File: src/hw/rtl/xcc_pkg.sv
// Shared types and constants for the XSVF to CSVF converter.
// Used by xcc_ctrl, xcc_dpath and the top level.
package xcc_pkg;

    localparam int CNT_W = 6;

    localparam logic [7:0] OP_COMPLETE = 8'h00;
    localparam logic [7:0] OP_TDOMASK  = 8'h01;
    localparam logic [7:0] OP_SIR      = 8'h02;
    localparam logic [7:0] OP_SDR      = 8'h03;
    localparam logic [7:0] OP_RUNTEST  = 8'h04;
    localparam logic [7:0] OP_REPEAT   = 8'h07;
    localparam logic [7:0] OP_SDRSIZE  = 8'h08;
    localparam logic [7:0] OP_SDRTDO   = 8'h09;
    localparam logic [7:0] OP_SDRB     = 8'h0C;
    localparam logic [7:0] OP_SDRC     = 8'h0D;
    localparam logic [7:0] OP_SDRE     = 8'h0E;
    localparam logic [7:0] OP_STATE    = 8'h12;
    localparam logic [7:0] OP_ENDIR    = 8'h13;
    localparam logic [7:0] OP_ENDDR    = 8'h14;
    localparam logic [4:0] CMD_IDLE    = 5'h1F;

    typedef enum logic [1:0] {
        ST_OK      = 2'd0,
        ST_UNKNOWN = 2'd1,
        ST_ENDSTATE = 2'd2,
        ST_TOOBIG  = 2'd3
    } t_status;

    typedef enum logic [2:0] {
        S_IN, S_PLAN, S_Q, S_H0, S_H1, S_RD, S_DW
    } t_state;

    typedef enum logic [1:0] {
        SRC_Q, SRC_H0, SRC_H1, SRC_MEM
    } t_src;

    typedef struct packed {
        logic             step;
        logic             load;
        t_src             src;
        logic [2:0]       qk;
        logic             rd;
        logic [CNT_W-1:0] idx;
    } t_cmd;

    typedef struct packed {
        logic             out_free;
        logic             pq;
        logic [1:0]       ph;
        logic [CNT_W-1:0] pn;
    } t_stat;

endpackage

File: src/hw/rtl/xcc_ctrl.sv
// Beat sequencer for the converter: accepts one input beat, then walks the
// emission plan. Depends on xcc_pkg.
module xcc_ctrl (
    input  logic          i_clk,
    input  logic          i_rst_n,
    input  logic          i_in_valid,
    output logic          o_in_stall,
    input  xcc_pkg::t_stat i_stat,
    output xcc_pkg::t_cmd  o_cmd
);
    import xcc_pkg::*;

    t_state           r_state, n_state;
    logic [2:0]       r_k, n_k;
    logic [CNT_W-1:0] r_idx, n_idx;

    function automatic t_state after_q(input t_stat s);
        if (s.ph != 2'd0) return S_H0;
        if (s.pn != '0) return S_RD;
        return S_IN;
    endfunction

    always_comb begin
        n_state = r_state;
        case (r_state)
            S_IN:   if (i_in_valid) n_state = S_PLAN;
            S_PLAN: n_state = i_stat.pq ? S_Q : after_q(i_stat);
            S_Q:    if (i_stat.out_free && r_k == 3'd4) n_state = after_q(i_stat);
            S_H0: begin
                if (i_stat.out_free) begin
                    if (i_stat.ph == 2'd2) n_state = S_H1;
                    else if (i_stat.pn != '0) n_state = S_RD;
                    else n_state = S_IN;
                end
            end
            S_H1:   if (i_stat.out_free) n_state = (i_stat.pn != '0) ? S_RD : S_IN;
            S_RD:   n_state = S_DW;
            S_DW: begin
                if (i_stat.out_free) n_state = (r_idx + 1'b1 == i_stat.pn) ? S_IN : S_RD;
            end
            default: n_state = S_IN;
        endcase
    end

    always_comb begin
        o_cmd      = '0;
        o_cmd.src  = SRC_Q;
        o_cmd.qk   = r_k;
        o_cmd.idx  = r_idx;
        o_in_stall = 1'b1;
        n_k        = r_k;
        n_idx      = r_idx;
        case (r_state)
            S_IN: begin
                o_in_stall = 1'b0;
                o_cmd.step = i_in_valid;
            end
            S_PLAN: begin
                n_k   = '0;
                n_idx = '0;
            end
            S_Q: begin
                o_cmd.load = i_stat.out_free;
                if (i_stat.out_free) n_k = r_k + 1'b1;
            end
            S_H0: begin
                o_cmd.load = i_stat.out_free;
                o_cmd.src  = SRC_H0;
            end
            S_H1: begin
                o_cmd.load = i_stat.out_free;
                o_cmd.src  = SRC_H1;
            end
            S_RD: o_cmd.rd = 1'b1;
            S_DW: begin
                o_cmd.load = i_stat.out_free;
                o_cmd.src  = SRC_MEM;
                if (i_stat.out_free) n_idx = r_idx + 1'b1;
            end
            default: o_in_stall = 1'b1;
        endcase
    end

    always_ff @(posedge i_clk) begin
        if (!i_rst_n) begin
            r_state <= S_IN;
            r_k     <= '0;
            r_idx   <= '0;
        end else begin
            r_state <= n_state;
            r_k     <= n_k;
            r_idx   <= n_idx;
        end
    end

endmodule

File: src/hw/rtl/xcc_dpath.sv
// Converter datapath: command state, field store, emission plan and output
// register. Depends on xcc_pkg; driven by xcc_ctrl.
module xcc_dpath #(
    parameter int MAX_FIELD_BYTES = 16
) (
    input  logic                  i_clk,
    input  logic                  i_rst_n,
    input  xcc_pkg::t_cmd         i_cmd,
    output xcc_pkg::t_stat        o_stat,
    input  logic [7:0]            i_in_byte,
    input  logic                  i_out_stall,
    output logic                  o_out_valid,
    output logic [7:0]            o_out_byte,
    output logic                  o_stream_end,
    output logic [1:0]            o_status,
    output logic [4:0]            o_largest_compare_bytes
);
    import xcc_pkg::*;

    localparam int DEPTH = 2 * MAX_FIELD_BYTES;
    localparam int AW    = $clog2(DEPTH);

    logic [7:0]       r_mem [DEPTH];
    logic [7:0]       r_rdata;

    logic [4:0]       r_cmd_q, n_cmd_q;
    logic [CNT_W-1:0] r_cnt, n_cnt;
    logic [CNT_W-1:0] r_fl, n_fl;
    logic [31:0]      r_pend, n_pend;
    logic [31:0]      r_act, n_act;
    logic             r_mz, n_mz;
    logic             r_mo, n_mo;
    logic [CNT_W-1:0] r_mb, n_mb;
    logic [7:0]       r_ir, n_ir;
    logic [4:0]       r_largest, n_largest;
    logic             r_halted, n_halted;
    logic             r_any, n_any;

    logic             r_pq, n_pq;
    logic [1:0]       r_ph, n_ph;
    logic [7:0]       r_h0, n_h0, r_h1, n_h1;
    logic             r_hend, n_hend;
    t_status          r_hst, n_hst;
    logic [CNT_W-1:0] r_pn, n_pn;

    logic             we;
    logic [6:0]       widx;

    logic             r_ov;
    logic [7:0]       r_ob;
    logic             r_oe;
    t_status          r_os;
    logic [4:0]       r_ol;

    logic [29:0]      nb;
    logic [32:0]      psum;
    logic             do_fin;
    logic [4:0]       fin_cmd;
    logic             fin_any;
    logic [6:0]       c7, n7, h7, mb7;
    logic [5:0]       sir_len;

    assign psum = {1'b0, r_pend} + 33'd7;
    assign nb   = psum[32:3];

    always_comb begin
        n_cmd_q = r_cmd_q;  n_cnt = r_cnt;  n_fl = r_fl;
        n_pend = r_pend;    n_act = r_act;  n_mz = r_mz;
        n_mo = r_mo;        n_mb = r_mb;    n_ir = r_ir;
        n_largest = r_largest; n_halted = r_halted; n_any = r_any;
        n_pq = 1'b0; n_ph = 2'd0; n_h0 = '0; n_h1 = '0;
        n_hend = 1'b0; n_hst = ST_OK; n_pn = '0;
        we = 1'b0; widx = '0;
        do_fin = 1'b0; fin_cmd = r_cmd_q; fin_any = 1'b0;
        c7 = {1'b0, r_cnt}; n7 = {1'b0, r_fl}; h7 = n7 >> 1; mb7 = {1'b0, r_mb};
        sir_len = 6'(({1'b0, i_in_byte} + 9'd7) >> 3);

        if (r_halted) begin
            n_halted = 1'b1;
        end else if (r_cmd_q == CMD_IDLE) begin
            n_cnt = '0;
            if (r_mo && (i_in_byte == OP_COMPLETE || i_in_byte == OP_TDOMASK ||
                         i_in_byte == OP_SDRTDO || i_in_byte == OP_RUNTEST ||
                         i_in_byte == OP_SIR || i_in_byte == OP_SDR ||
                         i_in_byte == OP_SDRB)) begin
                n_cnt = r_cnt;
                n_halted = 1'b1; n_ph = 2'd1; n_hend = 1'b1; n_hst = ST_UNKNOWN;
            end else begin
                case (i_in_byte)
                    OP_COMPLETE: begin
                        n_halted = 1'b1; n_ph = 2'd1; n_hend = 1'b1;
                    end
                    OP_TDOMASK, OP_SDR, OP_SDRTDO: begin
                        if (nb > 30'(MAX_FIELD_BYTES)) begin
                            n_halted = 1'b1; n_ph = 2'd1; n_hend = 1'b1; n_hst = ST_TOOBIG;
                        end else begin
                            if (r_pend != r_act) begin
                                n_act = r_pend;
                                n_pq  = 1'b1;
                            end
                            n_fl    = (i_in_byte == OP_SDRTDO) ? {nb[4:0], 1'b0} : nb[5:0];
                            n_cmd_q = i_in_byte[4:0];
                            n_any   = 1'b0;
                            fin_cmd = i_in_byte[4:0];
                            do_fin  = (nb == '0);
                        end
                    end
                    OP_RUNTEST: begin
                        n_ph = 2'd1; n_h0 = OP_RUNTEST;
                        n_fl = 6'd4; n_cmd_q = i_in_byte[4:0];
                    end
                    OP_SDRSIZE: begin
                        n_fl = 6'd4; n_cmd_q = i_in_byte[4:0];
                    end
                    OP_REPEAT, OP_STATE, OP_ENDIR, OP_ENDDR, OP_SIR: begin
                        n_fl = 6'd1; n_cmd_q = i_in_byte[4:0];
                    end
                    OP_SDRB: begin
                        if (nb > 30'(DEPTH)) begin
                            n_halted = 1'b1; n_ph = 2'd1; n_hend = 1'b1; n_hst = ST_TOOBIG;
                        end else begin
                            n_act = r_pend; n_mo = 1'b1; n_mb = '0;
                            n_fl = nb[5:0]; n_cmd_q = i_in_byte[4:0];
                            fin_cmd = i_in_byte[4:0]; do_fin = (nb == '0);
                        end
                    end
                    OP_SDRC, OP_SDRE: begin
                        if (!r_mo) begin
                            n_halted = 1'b1; n_ph = 2'd1; n_hend = 1'b1; n_hst = ST_UNKNOWN;
                        end else if ({1'b0, nb} + {25'd0, r_mb} > 31'(DEPTH)) begin
                            n_halted = 1'b1; n_ph = 2'd1; n_hend = 1'b1; n_hst = ST_TOOBIG;
                        end else begin
                            n_act = r_act + r_pend;
                            n_fl = nb[5:0]; n_cmd_q = i_in_byte[4:0];
                            fin_cmd = i_in_byte[4:0]; do_fin = (nb == '0);
                        end
                    end
                    default: begin
                        n_halted = 1'b1; n_ph = 2'd1; n_hend = 1'b1; n_hst = ST_UNKNOWN;
                    end
                endcase
            end
        end else begin
            n_cnt = r_cnt + 1'b1;
            do_fin = (n_cnt >= r_fl);
            case ({3'd0, r_cmd_q})
                OP_TDOMASK: begin
                    we = 1'b1; widx = n7 - 7'd1 - c7;
                    n_any = r_any | (i_in_byte != 8'd0);
                    fin_any = n_any;
                end
                OP_SDR: begin
                    we = 1'b1; widx = n7 - 7'd1 - c7;
                end
                OP_SDRB, OP_SDRC, OP_SDRE: begin
                    we = 1'b1; widx = mb7 + n7 - 7'd1 - c7;
                end
                OP_SDRTDO: begin
                    if (c7 < h7) begin
                        we = 1'b1;
                        widx = r_mz ? (h7 - 7'd1 - c7) : 7'((h7 - 7'd1 - c7) << 1);
                    end else if (!r_mz) begin
                        we = 1'b1;
                        widx = 7'(((h7 << 1) - 7'd1 - c7) << 1) + 7'd1;
                    end
                end
                OP_RUNTEST: begin
                    n_ph = 2'd1; n_h0 = i_in_byte;
                end
                OP_ENDIR, OP_ENDDR: begin
                    if (i_in_byte != 8'd0) begin
                        do_fin = 1'b0; n_cnt = r_cnt;
                        n_halted = 1'b1; n_cmd_q = CMD_IDLE;
                        n_ph = 2'd1; n_hend = 1'b1; n_hst = ST_ENDSTATE;
                    end
                end
                OP_SDRSIZE: n_pend = {r_pend[23:0], i_in_byte};
                OP_SIR: begin
                    if (r_cnt == '0) begin
                        n_ir = i_in_byte;
                        if (sir_len > 6'(MAX_FIELD_BYTES)) begin
                            do_fin = 1'b0; n_cnt = r_cnt;
                            n_halted = 1'b1; n_cmd_q = CMD_IDLE;
                            n_ph = 2'd1; n_hend = 1'b1; n_hst = ST_TOOBIG;
                        end else begin
                            n_fl = sir_len + 6'd1;
                            do_fin = (n_cnt >= n_fl);
                        end
                    end else begin
                        we = 1'b1; widx = n7 - 7'd1 - c7;
                    end
                end
                default: ;
            endcase
        end

        if (do_fin) begin
            n_cmd_q = CMD_IDLE;
            case ({3'd0, fin_cmd})
                OP_TDOMASK: begin
                    n_mz = !fin_any;
                    if (fin_any) begin
                        if ({1'b0, n_fl} > {2'b0, r_largest}) n_largest = n_fl[4:0];
                        n_ph = 2'd1; n_h0 = OP_TDOMASK; n_pn = n_fl;
                    end
                end
                OP_SDR: begin
                    n_ph = 2'd1; n_h0 = OP_SDR; n_pn = n_fl;
                end
                OP_SDRTDO: begin
                    n_ph = 2'd1;
                    if (r_mz) begin
                        n_h0 = OP_SDR; n_pn = n_fl >> 1;
                    end else begin
                        if ((n_fl >> 1) > {1'b0, r_largest}) n_largest = 5'(n_fl >> 1);
                        n_h0 = OP_SDRTDO; n_pn = n_fl;
                    end
                end
                OP_SIR: begin
                    n_ph = 2'd2; n_h0 = OP_SIR; n_h1 = n_ir; n_pn = n_fl - 6'd1;
                end
                OP_SDRB, OP_SDRC: n_mb = r_mb + n_fl;
                OP_SDRE: begin
                    n_pq = 1'b1; n_ph = 2'd1; n_h0 = OP_SDR;
                    n_pn = r_mb + n_fl; n_mo = 1'b0; n_mb = '0;
                end
                default: ;
            endcase
        end
    end

    always_ff @(posedge i_clk) begin
        if (i_cmd.step && we && widx < 7'(DEPTH)) r_mem[widx[AW-1:0]] <= i_in_byte;
        if (i_cmd.rd) r_rdata <= r_mem[i_cmd.idx[AW-1:0]];
    end

    always_ff @(posedge i_clk) begin
        if (!i_rst_n) begin
            r_cmd_q <= CMD_IDLE; r_cnt <= '0; r_fl <= '0;
            r_pend <= '0; r_act <= '0; r_mz <= 1'b0; r_mo <= 1'b0;
            r_mb <= '0; r_ir <= '0; r_largest <= '0; r_halted <= 1'b0; r_any <= 1'b0;
            r_pq <= 1'b0; r_ph <= '0; r_pn <= '0;
        end else if (i_cmd.step) begin
            r_cmd_q <= n_cmd_q; r_cnt <= n_cnt; r_fl <= n_fl;
            r_pend <= n_pend; r_act <= n_act; r_mz <= n_mz; r_mo <= n_mo;
            r_mb <= n_mb; r_ir <= n_ir; r_largest <= n_largest;
            r_halted <= n_halted; r_any <= n_any;
            r_pq <= n_pq; r_ph <= n_ph; r_pn <= n_pn;
        end
    end

    always_ff @(posedge i_clk) begin
        if (i_cmd.step) begin
            r_h0 <= n_h0; r_h1 <= n_h1; r_hend <= n_hend; r_hst <= n_hst;
        end
    end

    always_ff @(posedge i_clk) begin
        if (!i_rst_n) begin
            r_ov <= 1'b0;
        end else if (i_cmd.load) begin
            r_ov <= 1'b1;
        end else if (!i_out_stall) begin
            r_ov <= 1'b0;
        end
    end

    always_ff @(posedge i_clk) begin
        if (i_cmd.load) begin
            r_oe <= 1'b0;
            r_os <= ST_OK;
            r_ol <= r_largest;
            case (i_cmd.src)
                SRC_Q: begin
                    case (i_cmd.qk)
                        3'd0:    r_ob <= OP_SDRSIZE;
                        3'd1:    r_ob <= r_act[31:24];
                        3'd2:    r_ob <= r_act[23:16];
                        3'd3:    r_ob <= r_act[15:8];
                        default: r_ob <= r_act[7:0];
                    endcase
                end
                SRC_H0: begin
                    r_ob <= r_h0; r_oe <= r_hend; r_os <= r_hst;
                end
                SRC_H1:  r_ob <= r_h1;
                default: r_ob <= r_rdata;
            endcase
        end
    end

    assign o_stat.out_free = !r_ov || !i_out_stall;
    assign o_stat.pq = r_pq;
    assign o_stat.ph = r_ph;
    assign o_stat.pn = r_pn;

    assign o_out_valid  = r_ov;
    assign o_out_byte   = r_ob;
    assign o_stream_end = r_oe;
    assign o_status     = r_os;
    assign o_largest_compare_bytes = r_ol;

`ifndef SYNTH
    a_halt_quiet: assert property (@(posedge i_clk) disable iff (!i_rst_n)
        i_cmd.step && r_halted |=> (!r_pq && r_ph == 2'd0 && r_pn == '0))
        else $error("step after halt planned output");
    a_dump_fits: assert property (@(posedge i_clk) disable iff (!i_rst_n)
        {1'b0, r_pn} <= 7'(DEPTH))
        else $error("dump count exceeds store depth");
    a_err_beat: assert property (@(posedge i_clk) disable iff (!i_rst_n)
        r_ov && r_os != ST_OK |-> r_ob == 8'd0 && r_oe)
        else $error("error beat malformed");
`endif

endmodule

File: src/hw/rtl/xsvf_to_csvf_converter_top.sv
// XSVF to CSVF converter top level. Each input beat is accepted, then planned, and
// then 0 to 38 output beats follow. Size and header bytes load the output register
// directly; each field-store byte takes a registered store read, then an output load.
// Input is stalled while a command's output burst drains.
// Synchronous active-low reset clears all control state; the store is not cleared.
module xsvf_to_csvf_converter_top #(
    parameter int MAX_FIELD_BYTES = 16
) (
    input  logic       i_clk,
    input  logic       i_rst_n,
    input  logic       i_in_valid,
    output logic       o_in_stall,
    input  logic [7:0] i_in_byte,
    output logic       o_out_valid,
    input  logic       i_out_stall,
    output logic [7:0] o_out_byte,
    output logic       o_stream_end,
    output logic [1:0] o_status,
    output logic [4:0] o_largest_compare_bytes
);
    import xcc_pkg::*;

    t_cmd  cmd;
    t_stat stat;

    xcc_ctrl u_ctrl (
        .i_clk      (i_clk),
        .i_rst_n    (i_rst_n),
        .i_in_valid (i_in_valid),
        .o_in_stall (o_in_stall),
        .i_stat     (stat),
        .o_cmd      (cmd)
    );

    xcc_dpath #(
        .MAX_FIELD_BYTES (MAX_FIELD_BYTES)
    ) u_dpath (
        .i_clk                   (i_clk),
        .i_rst_n                 (i_rst_n),
        .i_cmd                   (cmd),
        .o_stat                  (stat),
        .i_in_byte               (i_in_byte),
        .i_out_stall             (i_out_stall),
        .o_out_valid             (o_out_valid),
        .o_out_byte              (o_out_byte),
        .o_stream_end            (o_stream_end),
        .o_status                (o_status),
        .o_largest_compare_bytes (o_largest_compare_bytes)
    );

endmodule
File: config.mk
export PLATFORM = sky130hd
export DESIGN_NAME = xsvf_to_csvf_converter_top
export DESIGN_NICKNAME = d
export VERILOG_FILES = /design/src/hw/rtl/xcc_pkg.sv /design/src/hw/rtl/xcc_ctrl.sv /design/src/hw/rtl/xcc_dpath.sv /design/src/hw/rtl/xsvf_to_csvf_converter_top.sv
export SDC_FILE = /design/constraint.sdc
export NUM_CORES = 1
export LEC_CHECK = 0
export BUFFER_PORTS_ARGS = -buffer_cell sky130_fd_sc_hd__buf_2
export CELL_PAD_IN_SITES_DETAIL_PLACEMENT = 1
export CELL_PAD_IN_SITES_GLOBAL_PLACEMENT = 1
export CORE_ASPECT_RATIO = 1.25
export CORE_MARGIN = 3
export CORE_UTILIZATION = 45
export DETAILED_ROUTE_END_ITERATION = 16
export GPL_ROUTABILITY_DRIVEN = 0
export PLACE_DENSITY_LB_ADDON = 0.15
export SYNTH_ARGS = -nofsm -noshare
export SYNTH_HDL_FRONTEND = slang
export SYNTH_SLANG_ARGS = --single-unit
File: constraint.sdc
create_clock -name i_clk -period 6.4 [get_ports i_clk]
set_clock_uncertainty 0.2 [all_clocks]
set_input_delay 0.96 -clock i_clk [delete_from_list [all_inputs] [get_ports i_clk]]
set_output_delay 0.96 -clock i_clk [all_outputs]
set_load 0.01 [all_outputs]
==> results_dict.tcl <==
set metrics [dict create \
    rows 95 \
    drt_iter0_drc 1606 \
    maxCapViolations 0 \
    p_seq_share_pct 43.0 \
    path_clk_slew_ns 0.06 \
    antenna_cells 0 \
    setup_viol 0 \
    yosysMostFrequentCell "edfxtp_1" \
    cts_max_path_buffers 3 \
    yosys-top-cells-count "edfxtp_1 (299), nand2_1 (209), nor2_1 (208), a21oi_1 (162), dfxtp_1 (126)" \
    grt_max_degree 65 \
    grt_antenna_before_repair 2 \
    p_int_mw 5.07 \
    first_pass_iters 8 \
    crit_top_cell "buf_4" \
    drc 0 \
    synth_top_area_cell "edfxtp_1" \
    fin_crit_ns 6.19 \
    ant_nets 0 \
    synth-edff-count 299 \
    wire_per_inst_microns 25.8 \
    seq_area_frac_synth_pct 46.7 \
    hold_class "flop to flop" \
    nFillCells 5887 \
    p_leak_nw 9.89 \
    numClockSinks 425 \
    relSlewSlack_pct 25.1 \
    clk_latency_ns 0.61 \
    ir_drop_uv 251 \
    ys.flop_type "edfxtp_1" \
    ys_top_cells_by_area "edfxtp_1 (36%), dfxtp_1 (10%), mux4_2 (7.3%)" \
    die_w_microns 215 \
    cts_root_buf "clkbuf_16" \
    numCtsBuffers 46 \
    portBuffers 29 \
    end_kind "flop" \
    cp.arrival_ns 6.41 \
    wl_met2_mm 42.0 \
    wl_met3_mm 3.13 \
    drive_above_1_share_pct 17.4 \
    yosys_warnings 0 \
    finalWirelength_mm 81.2 \
    grt_overflow 0 \
    powerDensity_nw_per_um2 258 \
    outcome "completed" \
    maxSlewViolCount 0 \
    pin_count 30 \
    critPathBufInv 6 \
    netlist_area_sq_um 24600 \
    yosysTopAreaCellShare_pct 36.5 \
    grt_pass1_wl_mm 124 \
    avgViaCountPerCell 6.24 \
    swShare_pct 29.6 \
    top_layer_used "met5" \
    hold_violations 0 \
    max_freq_ghz 0.161 \
    startpoint_type "flop" \
    track_usage_pct 27.7 \
    nets 2512 \
    worst-setup-path-type "flop to flop" \
    htree_levels 2 \
    post-place-ws_ns -0.478 \
    required_ns 6.62 \
    via_count 19700 \
    grt_pass1_vias 20800 \
    synthArstFlopShare_pct 0 \
    fin_crit_sh_pct 96.8 \
    cts_hold_buf 0 \
    start_util_pct 45.6 \
    syn-num-nets 2450 \
    multi_input_area_sq_um 12600 \
    fp.coreArea_sq_um 54000 \
    worst_pin_slew_ns 1.12 \
    dp_hpwl_mm 58.5 \
    synth_cell_types 99 \
    final-seq-area_sq_um 11500 \
    power.total_mw 7.20 \
    cp_top_family "compound AO/OA/AOI/OAI gates" \
    syn_inst 2327 \
    power_frac_comb_pct 19.1 \
    cts_tree "yes" \
    cp_slowest_cell "a2111oi_4" \
    crit_fanout 6 \
    die_h_microns 267 \
    wl_met1_mm 31.7 \
    ys_seq_elements 425 \
    power.switching_mw 2.13 \
    critPathMaxStageDelay_ns 0.41 \
    syn_area_per_cell_sq_um 10.6 \
    clkPwrFrac_pct 37.8 \
    area_growth_pct 13.5 \
    dieArea_sq_um 57600 \
    finalWorstSetupSlack_ns 0.207 \
]
## layout make-up
cell class / count / share of cell area (%)
Clock buffer: 64 / 4.40
Clock inverter: 21 / 1.06
Inverter: 89 / 1.20
Multi-Input combinational cell: 1681 / 45.2
Sequential cell: 425 / 41.2
Tap cell: 727 / 3.25
Timing Repair Buffer: 146 / 3.73
## cell families after synthesis
| family | after synthesis | share of synthesized area (%) |
|---|---|---|
| flip-flops | 425 | 46.7 |
| multiplexers | 115 | 8.83 |
| adder cells (fa/ha/maj) | 112 | 6.08 |
| XOR/XNOR | 82 | 2.92 |
| buffers and inverters | 223 | 3.60 |
| AND/OR/NAND/NOR | 814 | 16.5 |
| AO/OA/AOI/OAI | 556 | 15.3 |
## placed cells by master (no fill, tap or decap), types with 8 or more instances in the layout
master and n:
a31oi_1 22, or3_1 18, mux2_2 13, clkbuf_16 46, o21ai_0 94, nand2b_1 34
xnor2_1 49, o21bai_1 12, mux2i_1 21, or2_2 12, and3_1 30, o22a_1 10
ha_1 92, nor2_1 206, a222oi_1 10, a31o_2 8, nand3_1 68, mux4_2 80
and2_1 27, nor4_1 21, o21a_1 17, a22oi_1 19, a21o_1 27, and4_1 10
edfxtp_1 299, inv_1 84, a211oi_1 34, dfxtp_1 120, a21oi_1 159, fa_1 12
xor2_1 28, o211ai_1 13, buf_2 29, nor3_1 65, nand4_1 27, buf_4 114
nor2b_1 31, o31ai_1 12, clkbuf_1 17, nand2_1 208
## layer usage
metal / GRT usage, % / vias to the layer above
li1: - / 8917
met5: 0 / -
met1: 32.5 / 9972
met3: 3.22 / 224
met2: 50.8 / 550
met4: 13.3 / 2
## through the flow
stage / std cells / cell area, sq um / hold WS (ns) / util [%] / TNS, ns
after global placement: 3044 / 25900 / 0.223 / 47.9 / -0.108
after global routing: 3153 / 27900 / 0.268 / 51.8 / -0.587
after floorplan: 2327 / 24600 / 0.208 / - / 0
after CTS: 3132 / 27500 / 0.237 / 50.9 / 0
after detailed placement: 3044 / 25900 / 0.217 / 47.9 / -3.21
final: 3153 / 27900 / 0.236 / 51.8 / 0
## final timing paths
| path | end | depth (start not counted) | slack [ns] | startpoint |
|---|---|---|---|---|
| setup / recovery | u_dpath.r_largest[4] | 31 | 0.21 | u_dpath.r_pend[2] |
| hold / removal | u_dpath.o_largest_compare_bytes[3] | 0 | 0.24 | u_dpath.r_largest[3] |
| setup reg to reg | u_dpath.r_largest[4] | 31 | 0.21 | u_dpath.r_pend[2] |
| hold reg to reg | u_dpath.o_largest_compare_bytes[3] | 0 | 0.24 | u_dpath.r_largest[3] |
## worst register-to-register path, delay by kind of cell, from the launching register on
kind,cells,cell delay [ns]
AOI/OAI and AO/OA,15,2.70
and+or+nand+nor,6,0.89
adders and majority gates,3,0.87
buffers and inverters,6,0.86
DFF,1,0.33
xor gates and xnor gates,1,0.17
## power groups by stage
stage	combinational (mW)	clock (mW)	sequential [mW]
finish	1.38	2.73	3.10
global route	1.51	2.88	3.10
CTS	1.34	2.78	3.10
detailed placement	1.32	0	3.16
global placement	1.28	0	3.15
floorplan	0.912	0	3.10
## sequential cells by signal (all words and copies together), names as in the netlist, 8 cells and up
name                count
u_dpath.r_mem         256
u_dpath.r_act          32
u_dpath.r_pend         32
u_dpath.o_out_byte      8
u_dpath.r_h0            8
u_dpath.r_h1            8
u_dpath.r_ir            8
u_dpath.r_rdata         8
## timing repair
action,4_1_cts,5_1_grt
gates cloned,1,1
hold endpoints to repair,0,0
setup endpoints to repair,12,13
gates resized for setup,18,60
setup buffers,2,20
pin swaps,4,35
Power figures use the tool's default switching activity.
